[config.mk]
export PLATFORM = sky130hd
export DESIGN_NAME = pwb_window
export DESIGN_NICKNAME = d
export VERILOG_FILES = /design/src/hdl/pwb_pkg.sv /design/src/hdl/pwb_window.sv
export SDC_FILE = /design/constraint.sdc
export NUM_CORES = 1
export LEC_CHECK = 0
export BUFFER_PORTS_ARGS = -buffer_cell sky130_fd_sc_hd__buf_2
export CAP_MARGIN = 30
export CELL_PAD_IN_SITES_DETAIL_PLACEMENT = 1
export CELL_PAD_IN_SITES_GLOBAL_PLACEMENT = 2
export CORE_UTILIZATION = 32
export DETAILED_ROUTE_END_ITERATION = 12
export PLACE_DENSITY = 0.95
export SYNTH_ARGS = -nofsm -noshare
export SYNTH_HDL_FRONTEND = slang
export SYNTH_SLANG_ARGS = --single-unit
[constraint.sdc]
create_clock -name vclk -period 14.55
set_input_delay 2.91 -clock vclk [all_inputs]
set_output_delay 2.91 -clock vclk [all_outputs]
set_load 0.02 [all_outputs]
[src/hdl/pwb_pkg.sv]
// Shared types, constants and helpers for the palette window RGB565 blit unit.
package pwb_pkg;

    localparam int SCREEN_W_DEF = 320;
    localparam int SCREEN_H_DEF = 200;

    // Coordinate compare width: covers screen sizes up to 2047.
    localparam int CMP_W       = 11;
    localparam int X_W         = 9;
    localparam int Y_W         = 8;
    localparam int IDX_W       = 8;
    localparam int CH_W        = 8;
    localparam int RGB_W       = 24;
    localparam int C565_W      = 16;
    localparam int PAL_DEPTH   = 256;
    localparam int CFG_IDX_W   = 3;
    localparam int CFG_DATA_W  = 9;
    localparam int S_TDATA_W   = 64;
    localparam int M_TDATA_W   = 40;

    localparam logic OP_PIXEL = 1'b0;
    localparam logic OP_PAL   = 1'b1;

    localparam logic [CFG_IDX_W-1:0] REG_ROI_LEFT   = 3'd0;
    localparam logic [CFG_IDX_W-1:0] REG_ROI_TOP    = 3'd1;
    localparam logic [CFG_IDX_W-1:0] REG_ROI_WIDTH  = 3'd2;
    localparam logic [CFG_IDX_W-1:0] REG_ROI_HEIGHT = 3'd3;
    localparam logic [CFG_IDX_W-1:0] REG_PAD_EN     = 3'd4;

    localparam logic [C565_W-1:0] COLOR_BLACK = 16'h0000;

    typedef struct packed {
        logic [X_W-1:0] left;
        logic [Y_W-1:0] top;
        logic [X_W-1:0] width;
        logic [Y_W-1:0] height;
        logic           pad_en;
    } t_win_cfg;

    typedef struct packed {
        logic emit;
        logic in_win;
    } t_pix_ctl;

    function automatic logic [C565_W-1:0] pack565(input logic [RGB_W-1:0] rgb);
        return {rgb[23:19], rgb[15:10], rgb[7:3]};
    endfunction

endpackage

[src/hdl/pwb_window.sv]
// Window and screen clipping decision for one pixel.
module pwb_window #(
    parameter int SCREEN_W = pwb_pkg::SCREEN_W_DEF,
    parameter int SCREEN_H = pwb_pkg::SCREEN_H_DEF
) (
    input  pwb_pkg::t_win_cfg          i_cfg,
    input  logic [pwb_pkg::X_W-1:0]    i_x,
    input  logic [pwb_pkg::Y_W-1:0]    i_y,
    output pwb_pkg::t_pix_ctl          o_ctl
);
    localparam int CW = pwb_pkg::CMP_W;
    localparam logic [CW-1:0] SW = CW'(SCREEN_W);
    localparam logic [CW-1:0] SH = CW'(SCREEN_H);

    logic [CW-1:0] x_ext, y_ext, left_ext, top_ext;
    logic [CW-1:0] x_sum, y_sum, x_end, y_end;
    logic          on_screen, win_nonempty, in_win;

    always_comb begin
        x_ext    = CW'(i_x);
        y_ext    = CW'(i_y);
        left_ext = CW'(i_cfg.left);
        top_ext  = CW'(i_cfg.top);
        x_sum    = left_ext + CW'(i_cfg.width);
        y_sum    = top_ext + CW'(i_cfg.height);
        x_end    = (x_sum > SW) ? SW : x_sum;
        y_end    = (y_sum > SH) ? SH : y_sum;
        on_screen    = (x_ext < SW) && (y_ext < SH);
        win_nonempty = (i_cfg.width != '0) && (i_cfg.height != '0);
        in_win = (x_ext >= left_ext) && (x_ext < x_end)
              && (y_ext >= top_ext) && (y_ext < y_end);
        o_ctl.in_win = in_win;
        o_ctl.emit   = win_nonempty && on_screen && (in_win || i_cfg.pad_en);
    end

endmodule

Word-level counts from Yosys, hierarchy flattened
Cells that the tools add are included.
{"block": "word_totals", "regBits": 0, "input_bits": 52, "output_inout_bits": 2, "elab_cells": 22}
{"block": "op_classes", "add_sub_neg": 2, "n_lt_le_gt_ge": 8, "n_mux": 2, "n_reduce_logical": 10}
{"operator": "$add 9x9->10", "count": 1}
{"operator": "$gt 10x9->1 const B", "count": 1}
{"operator": "$lt 9x10->1", "count": 1}
{"operator": "$mux 10", "count": 1}
{"operator": "$add 8x8->9", "count": 1}
{"operator": "$ge 9x9->1", "count": 1}
{"operator": "$gt 9x8->1 const B", "count": 1}
{"operator": "$lt 8x9->1", "count": 1}
{"operator": "$lt 9x9->1 const B", "count": 1}
{"operator": "$mux 9", "count": 1}
{"operator": "$reduce_bool 9->1", "count": 1}
{"operator": "$ge 8x8->1", "count": 1}
{"operator": "$lt 8x8->1 const B", "count": 1}
{"operator": "$reduce_bool 8->1", "count": 1}
{"operator": "$logic_and 1x1->1", "count": 7}
{"operator": "$logic_or 1x1->1", "count": 1}

Logic depth before layout (Yosys ltp)
Gate-level depths: netlist of the first run.
{"block": "depth", "depth_word": 9, "ltp_mapped": 20, "depth_no_buf": 19}

Worst setup path after synthesis of the first run
Ideal clock, no wire load.
{"block": "synth_path", "kind": "input to output", "from": "in i_cfg[9] (netlist name)", "to": "out o_ctl[1] (netlist name)", "arrival_ps": 6709, "slack_ps": 4931, "stages": 19, "path_buffers": 0, "cell_sequence": "ha_1 -> inv_1 -> fa_1 -> nor2b_1 -> o22ai_1 -> xor2_1 -> nand4_1 -> a21o_1 -> a21oi_4 -> or2b_1 -> ha_1 -> a21o_1 -> a21o_1 -> a21oi_1 -> nor2_1 -> or4_1 -> a211oi_1 -> o221ai_2 -> o31ai_2"}
{"item": "start, declared", "line_no": "pwb_window.sv:6", "text": "input pwb_pkg::t_win_cfg i_cfg,"}
{"item": "end, declared", "line_no": "pwb_window.sv:9", "text": "output pwb_pkg::t_pix_ctl o_ctl"}

==> results list, run 1 <==
* Result of the run: completed
- Cell Count Post-Placement: 329
- Post-CTS repair changed the size of 0 cells.
- Following the worst setup path forward leads to its endpoint at o_ctl[1].
* Most common cell after layout, fill and taps aside: sky130_fd_sc_hd__buf_2
- Routed length per placed instance: roughly 13 um
* Worst voltage drop across the vdd grid: roughly 0.015 mV
- Number of hold-slack violations in the final timing report: 0
- Fraction of the yosys area taken by sequential cells: 0
* Area Growth Syn to Fin: 21.2%
* Number of setup violations in the final report: 0
* Number of max-slew violations in the final report: 0
- The Yosys step of the flow raised 0 warnings.
- Excluding fillers, the count of instances in the completed layout stands at between 300 and 400.
* Launching element type of the critical path: primary input
* Detailed placer's ending HPWL: ~4.2 mm
- The tool flagged a number of max-cap violations equal to 0.
* Synthesized netlist cell count: around 210
- Once detail routing completed, the nets flagged for antenna violations numbered 0.
* Iter 0 DRT Violations: 28
- The final route contains between 1500 and 2000 vias.
- Height of the die: 73.5 um
* Path type of the worst min-delay path: in -> out
- Number of filler cells placed in the layout: around 640
- Count of boundary I/O pins: 54
- The clock buffers instantiated in the layout total 0.
* Port bufs: between 50 and 60
* Post-CTS Setup Repair Bufs: 0
- Final design utilization: 0.411
- Final-layout setup total negative slack: 0 ns
- Horizontal extent of the die: 73.5 um
- Drt via density: between 5 and 6
* Unique masters post-synth: 45
- Diode insertion count for antenna repair: 0
* GR Util All Layers: 0.172
- The number of antenna violations at the first check in global routing is 0.
- Setup repair after global routing missed its margin: no
* Final worst setup slack: 4.55 ns
- The critical path starts at i_cfg[26].
- Routability cong.: 0.766
* Max-slew headroom: 0.658
* Netlist Area Pre-Place: around 0.0016 mm2
* Slew at the pin with the worst max-slew slack: roughly 0.51 ns
- Initial Util: 0.339
- Register area: 0 um2
- Net count after synthesis: 312
- Data on the critical path arrives at its endpoint at 7.09 ns.
* # rows: 25
- The library cells used most frequently in the layout, excluding fill and tap cells, are sky130_fd_sc_hd__buf_2, sky130_fd_sc_hd__ha_1, sky130_fd_sc_hd__inv_1, sky130_fd_sc_hd__o21ai_0.
- Number of global-route vias before repair: 1713
- Share of layout cells above drive strength 1: 0.244
- DP Worst Slack: 4.53 ns
- WS Path Type: in -> out
* Maximum number of pins on one net before global-route repair: 8
- Summed over all cells, the static leakage comes to 1.04 nW.
* Critical path capture point type: output pin
- Of the available clock period, the critical path in the final layout requires 0.688.
* Crit-path max FO: 7
- PD cells: around 44 mW/mm2
- For this block, the routed nets add up to between 4 and 5 mm of wire.
- After clock tree synthesis, the flow added hold-fix buffers numbering 0.
- Final global-route overflow total: 0
- Dividing the synthesized area by the synthesized cell count gives 7.82 um2.
- Hold is met by between 6 and 7 ns.
* Required time at the endpoint of the critical path: 11.64 ns
* Final layout net count: approximately 370
* Total iterations of the first detailed-routing run: 2
- Final period demand of the worst path: ~10 ns
- Based on the critical path, the design can be clocked at up to between 90 and 100 MHz.
- The first global-routing pass estimated 7.49 mm of wire.
- Area enclosed by the die boundary: 0.00540 mm2
* Core area: just under 0.005 mm2
* Sequential cells: 0
- DRC violations left: 0
- Combined area of the multi-input logic cells: ~0.0015 mm2
[report_power, final]
part           total [mW]  internal, mW  leakage (nW)  switching [mW]
Combinational      0.0865        0.0402          1.04          0.0463
Clock                   0             0             0               0
Sequential              0             0             0               0
Total              0.0865        0.0402          1.04          0.0463
[worst max-delay path, stage by stage]
cell and delay (ns):
sky130_fd_sc_hd__buf_2 0.10, sky130_fd_sc_hd__ha_1 0.16, sky130_fd_sc_hd__inv_1 0.05, sky130_fd_sc_hd__fa_1 0.40, sky130_fd_sc_hd__nor2b_1 0.18, sky130_fd_sc_hd__o22ai_1 0.12, sky130_fd_sc_hd__xor2_1 0.19, sky130_fd_sc_hd__nand4_1 0.12
sky130_fd_sc_hd__a21o_1 0.23, sky130_fd_sc_hd__a21oi_4 0.22, sky130_fd_sc_hd__or2b_1 0.25, sky130_fd_sc_hd__ha_1 0.29, sky130_fd_sc_hd__a21o_1 0.18, sky130_fd_sc_hd__a21o_1 0.16, sky130_fd_sc_hd__a21oi_1 0.14, sky130_fd_sc_hd__nor2_1 0.05
sky130_fd_sc_hd__or4_1 0.51, sky130_fd_sc_hd__a211oi_1 0.22, sky130_fd_sc_hd__o221ai_2 0.16, sky130_fd_sc_hd__o31ai_2 0.25, sky130_fd_sc_hd__buf_2 0.19
[cell type report]
cell class / count / area share
multi-input combinational: 184 / 0.776
timing repair buffer: 54 / 0.136
inverter: 24 / 0.0455
tap: 67 / 0.0423
[metal layers]
metal	share of wire	global-route usage	vias to the layer above	wire, um
met5	0	0	-	0
met4	0	0	0	0
met3	0.029	0	0	129
met2	0.50	0.345	33	2200
met1	0.47	0.216	791	2110
li1	-	-	892	-
[metrics by stage]
stage	cell area, um2	power, mW
floorplan	1640	0.0619
global placement	1980	0.0849
detailed placement	1980	0.0867
CTS	1980	0.0876
global route	1980	0.0991
finish	1980	0.0865
[logic make-up (layout without fill, tap and decap cells)]
group | count (synthesis) | count (layout) | share of synthesized area
AND/OR/NAND/NOR | 60 | 60 | 0.197
adder cells (fa/ha/maj) | 51 | 51 | 0.399
AO/OA/AOI/OAI | 62 | 62 | 0.285
buffers and inverters | 25 | 78 | 0.0597
XOR/XNOR | 11 | 11 | 0.0589
[synth_stat cells]
master | number | area, um2
sky130_fd_sc_hd__ha_1 | 49 | 613
sky130_fd_sc_hd__a211o_1 | 1 | 8.76
sky130_fd_sc_hd__a21oi_4 | 1 | 16.3
sky130_fd_sc_hd__o21bai_1 | 2 | 15.0
sky130_fd_sc_hd__xor2_1 | 7 | 61.3
sky130_fd_sc_hd__a211oi_1 | 4 | 30.0
sky130_fd_sc_hd__nor3b_1 | 1 | 7.51
sky130_fd_sc_hd__o21ai_0 | 12 | 60.1
sky130_fd_sc_hd__a311oi_2 | 1 | 15.0
sky130_fd_sc_hd__nand2b_1 | 3 | 18.8
sky130_fd_sc_hd__xnor2_1 | 4 | 35.0
sky130_fd_sc_hd__nor2b_1 | 6 | 37.5
sky130_fd_sc_hd__a221o_1 | 1 | 10.0
sky130_fd_sc_hd__o21a_1 | 1 | 7.51
sky130_fd_sc_hd__o41a_4 | 1 | 21.3
sky130_fd_sc_hd__or4_1 | 1 | 7.51
sky130_fd_sc_hd__nand4_1 | 3 | 18.8
sky130_fd_sc_hd__or2_2 | 2 | 12.5
sky130_fd_sc_hd__o2111ai_1 | 2 | 17.5
sky130_fd_sc_hd__buf_4 | 1 | 7.51
sky130_fd_sc_hd__nand3_1 | 5 | 25.0
sky130_fd_sc_hd__nand3b_1 | 1 | 7.51
sky130_fd_sc_hd__nor3_1 | 5 | 25.0
sky130_fd_sc_hd__nor2_1 | 10 | 37.5
sky130_fd_sc_hd__a221oi_2 | 1 | 15.0
sky130_fd_sc_hd__a21oi_1 | 11 | 55.1
sky130_fd_sc_hd__fa_1 | 2 | 40.0
sky130_fd_sc_hd__a22oi_1 | 1 | 7.51
sky130_fd_sc_hd__o22ai_1 | 1 | 6.26
sky130_fd_sc_hd__nor4_1 | 6 | 37.5
sky130_fd_sc_hd__or2b_1 | 4 | 30.0
sky130_fd_sc_hd__and3_1 | 1 | 6.26
sky130_fd_sc_hd__o31ai_2 | 1 | 12.5
sky130_fd_sc_hd__o211ai_1 | 1 | 7.51
sky130_fd_sc_hd__o31a_1 | 1 | 8.76
sky130_fd_sc_hd__a21o_1 | 11 | 82.6
sky130_fd_sc_hd__o311ai_0 | 1 | 8.76
sky130_fd_sc_hd__o221ai_2 | 1 | 15.0
sky130_fd_sc_hd__o21ba_2 | 1 | 10.0
sky130_fd_sc_hd__inv_1 | 24 | 90.1
sky130_fd_sc_hd__a31oi_1 | 3 | 18.8
sky130_fd_sc_hd__or3_1 | 2 | 12.5
sky130_fd_sc_hd__a221oi_1 | 1 | 8.76
sky130_fd_sc_hd__a21oi_2 | 1 | 8.76
sky130_fd_sc_hd__nand2_1 | 10 | 37.5
[how the worst min path moves through the flow]
| stage | to | cells after the start | from |
|---|---|---|---|
| global route | o_ctl[1] | 4 | i_cfg[0] |
| detailed placement | o_ctl[1] | 4 | i_cfg[0] |
| floorplan | o_ctl[1] | 2 | i_cfg[0] |
| CTS | o_ctl[1] | 4 | i_cfg[0] |
| global placement | o_ctl[1] | 4 | i_cfg[0] |
| finish | o_ctl[1] | 4 | i_cfg[0] |
No activity file was read; power rests on OpenSTA's default activity.
==> run 2, diff against run 1 <==
- ABC_AREA: default -> 1
- CORE_UTILIZATION: 32 -> 26
- PLACE_DENSITY: 0.95 -> 0.89
- clock period: 14.55 -> 8.12 ns (I/O delays scaled with it)
==> results list, run 2 <==
- Iter 0 DRT Violations: 29 (+3.6%)
- The part of the total power dissipated in combinational logic came to 1.000 (about the same).
- The effective utilization at floorplan was 0.275 (-0.0645).
- Leaving out fill and tap cells, the most frequent cells in the layout are sky130_fd_sc_hd__nand2_1, sky130_fd_sc_hd__inv_1, sky130_fd_sc_hd__buf_2, sky130_fd_sc_hd__ha_1, sky130_fd_sc_hd__a21oi_1.
- The area of the die came to 0.00769 mm2 (+42%).
* Switching power of the nets: 0.101 mW (+120%)
- The fraction of final layout cells sized beyond drive strength 1 is 0.209 (-0.0356).
* Total iterations of the first detailed-routing run: 4 (+2)
* Cell Count Post-Placement: 465 (+41%)
* Setup repair after global routing missed its margin: no
* Core area: 0.00694 mm2 (+44%)
- The worst setup path is launched from a primary input.
- The sequential fraction of the synthesis area came to 0 (unchanged).
- The power density over the cells came to 74.3 mW/mm2 (+70%).
* Detailed placer's ending HPWL: 5.60 mm (+35%)
- WS Path Type: in -> out
- The number of endpoints failing setup at the final stage came to 0 (unchanged).
- The non-filler instance count after layout came to 465 (+41%).
* Register area: 0 um2 (unchanged)
- The number of remaining DRC errors came to 0 (unchanged).
- The maximum number of pins on one net before global-route repair was 8 (unchanged).
* Slowest-stage cell, CP: sky130_fd_sc_hd__fa_1
- The total wire length came to 5.96 mm (+34%).
* Slew at the pin with the worst max-slew slack: 0.312 ns (-0.196 ns)
- The setup fix buffers added after clock tree synthesis was 0 (unchanged).
* Worst Hold Margin: 3.60 ns (-2.55 ns)
- Routed vias: 2218 (+29%)
- Final critical-path share of the clock period: 0.788
- The sequential cell count of the final layout was 0 (unchanged).
- The final design instance area without fill is 0.00229 mm2 (+16%).
- The clock period could shrink to between 6 and 7 ns.
* Most common cell after layout, fill and taps aside: sky130_fd_sc_hd__nand2_1
- Maximum clock frequency: roughly 160 MHz
- The total of max-cap violations is 0 (unchanged).
* Routability cong.: 0.791 (+3.4%)
* Crit-path max FO: 4 (-3)
* Synthesized netlist cell count: 316 (+51%)
* Part of the power in the clock network: 0 (unchanged)
- Number of hold-slack violations in the final timing report: 0 (unchanged)
* Hold-fix buffer count after cts: 0 (unchanged)
* Unique masters post-synth: 32 (-29%)
- Final worst setup slack: 1.72 ns (-2.82 ns)
- The depth of the worst hold-timing path was 4 (unchanged).
- Area share of the largest cell type after synthesis: 0.321 (-0.0538)
- The worst slack at placement is 1.70 ns (-2.83 ns).
- Final-layout setup total negative slack: 0 ns (unchanged)
* Worst voltage drop across the vdd grid: 0.0199 mV (+30%)
* Area Growth Syn to Fin: 20.1%
- Main area contributors after synthesis: sky130_fd_sc_hd__ha_1, sky130_fd_sc_hd__nand2_1, sky130_fd_sc_hd__inv_1
- CTS-repair resized insts: 0 (unchanged)
* Flop pwr share: 0 (unchanged)
* Number of antenna violations at the first check in global routing: 0 (unchanged)
- Number of nets still failing antenna checks after routing: 0 (unchanged)
- Top-count cell post-synth: sky130_fd_sc_hd__nand2_1
* Total design power: 0.170 mW (+97%)
- Yosys warnings: 0 (unchanged)
- Height of the die: 87.7 um (+19%)
- The switching portion of total power came to 0.596 (+0.0604).
- The global route total overflow is 0 (unchanged).
- The average vias per placed instance was 4.77 (-8.5%).
- Critical path capture point type: output pin
- The commonest cells after synthesis are sky130_fd_sc_hd__nand2_1, sky130_fd_sc_hd__inv_1, sky130_fd_sc_hd__ha_1.
- Port bufs: 54 (unchanged)
* Number of global-route vias before repair: 2298 (+34%)
* Netlist Area Pre-Place: 0.00191 mm2 (+17%)
* Max-slew headroom: 0.789 (+0.131)
- The arrival time of data at the critical path endpoint was 4.77 ns (-2.32 ns).
* Area leader, netlist: sky130_fd_sc_hd__ha_1
- Cells along the critical path: buf_2 > ha_1 > fa_1 > nand3_1 > nand2_1 > or2_2 > nand2_1 > nand3_1 > nand2_1 > nand2_1 > inv_1 > nand3_1 > ha_1 > a21oi_1 > o21a_1 > o221ai_1 > nor2_1 > nand3_1 > a21oi_2 > nand2_2 > a21oi_2 > buf_2
- Clkbuf count: 0 (unchanged)
* Required time at the endpoint of the critical path: 6.50 ns (-5.14 ns)
- The count of final max-slew check failures was 0 (unchanged).
- First-pass GRT wire length: 10.3 mm (+38%)
* Count of boundary I/O pins: 54 (unchanged)
- The cell-internal power came to 0.0688 mW (+71%).
- The maximum single-stage delay on the critical path came to 0.43 ns (-0.08 ns).
- The average detailed-routed wire length per instance was 12.8 um (-5.0%).
* Horizontal extent of the die: 87.7 um (+19%)
- The post-layout utilization of the core is 0.330 (-0.0813).
- Dpl cell area: 0.00229 mm2 (+16%)
- Result of the run: completed
- Net count after synthesis: 419 (+34%)
- Diode insertion count for antenna repair: 0 (unchanged)
- Path type of the worst min-delay path: in -> out
- GR Util All Layers: 0.164 (-0.00775)
- The number of nets in the layout was 474 (+29%).
* Leak Pwr: 1.33 nW (+28%)
- The site row count came to 30 (+20%).
- Mean post-synth cell area: 6.04 um2 (-23%)
run 2: cell types whose count changed in the layout (fill, tap and decap cells not counted), moves of 10 or more:
cell	before	now
sky130_fd_sc_hd__a21oi_1	11	25
sky130_fd_sc_hd__a21o_1	11	0
sky130_fd_sc_hd__inv_1	24	54
sky130_fd_sc_hd__nand3_1	5	23
sky130_fd_sc_hd__nand2_2	0	10
sky130_fd_sc_hd__nor2_1	10	21
sky130_fd_sc_hd__nand2_1	10	79
run 2: cell families (layout without fill, tap and decap cells):
logic type,after synthesis,after routing,share of synthesized area
AND/OR/NAND/NOR,166,166,0.407
XOR/XNOR,3,3,0.0138
adder cells (fa/ha/maj),51,51,0.342
AO/OA/AOI/OAI,40,40,0.125
buffers and inverters,56,109,0.112
run 2: cell type report:
| type | count | area, um2 |
|---|---|---|
| timing repair buffer | 54 | 270 |
| fill | 968 | 4650 |
| inverter | 55 | 206 |
| tap | 96 | 120 |
| multi-input combinational | 260 | 1700 |
run 2: power groups by stage:
stage	sequential, mW	combinational, mW	clock [mW]
after detailed placement	0	0.171	0
final	0	0.170	0
after global routing	0	0.199	0
after floorplan	0	0.120	0
after CTS	0	0.172	0
after global placement	0	0.166	0
run 2: critical path: cells and delay by family:
kind	cells	cell delay (ns)
buf+inv	3	0.39
compound gates	5	0.65
simple gates	11	1.13
fa+ha+maj	3	0.96
run 2: routing by layer:
layer / global-route usage / vias to the layer above / routed length, um
li1: - / 1166 / -
met1: 0.229 / 1021 / 3090
met2: 0.299 / 31 / 2770
met3: 0.00189 / 0 / 102
met4: 0.00298 / 0 / 0
met5: 0 / - / 0
run 2: final timing paths:
| kind | from | endpoint | slack [ns] |
|---|---|---|---|
| setup / recovery | i_cfg[1] | o_ctl[1] | 1.72 |
| hold / removal | i_cfg[0] | o_ctl[1] | 3.60 |
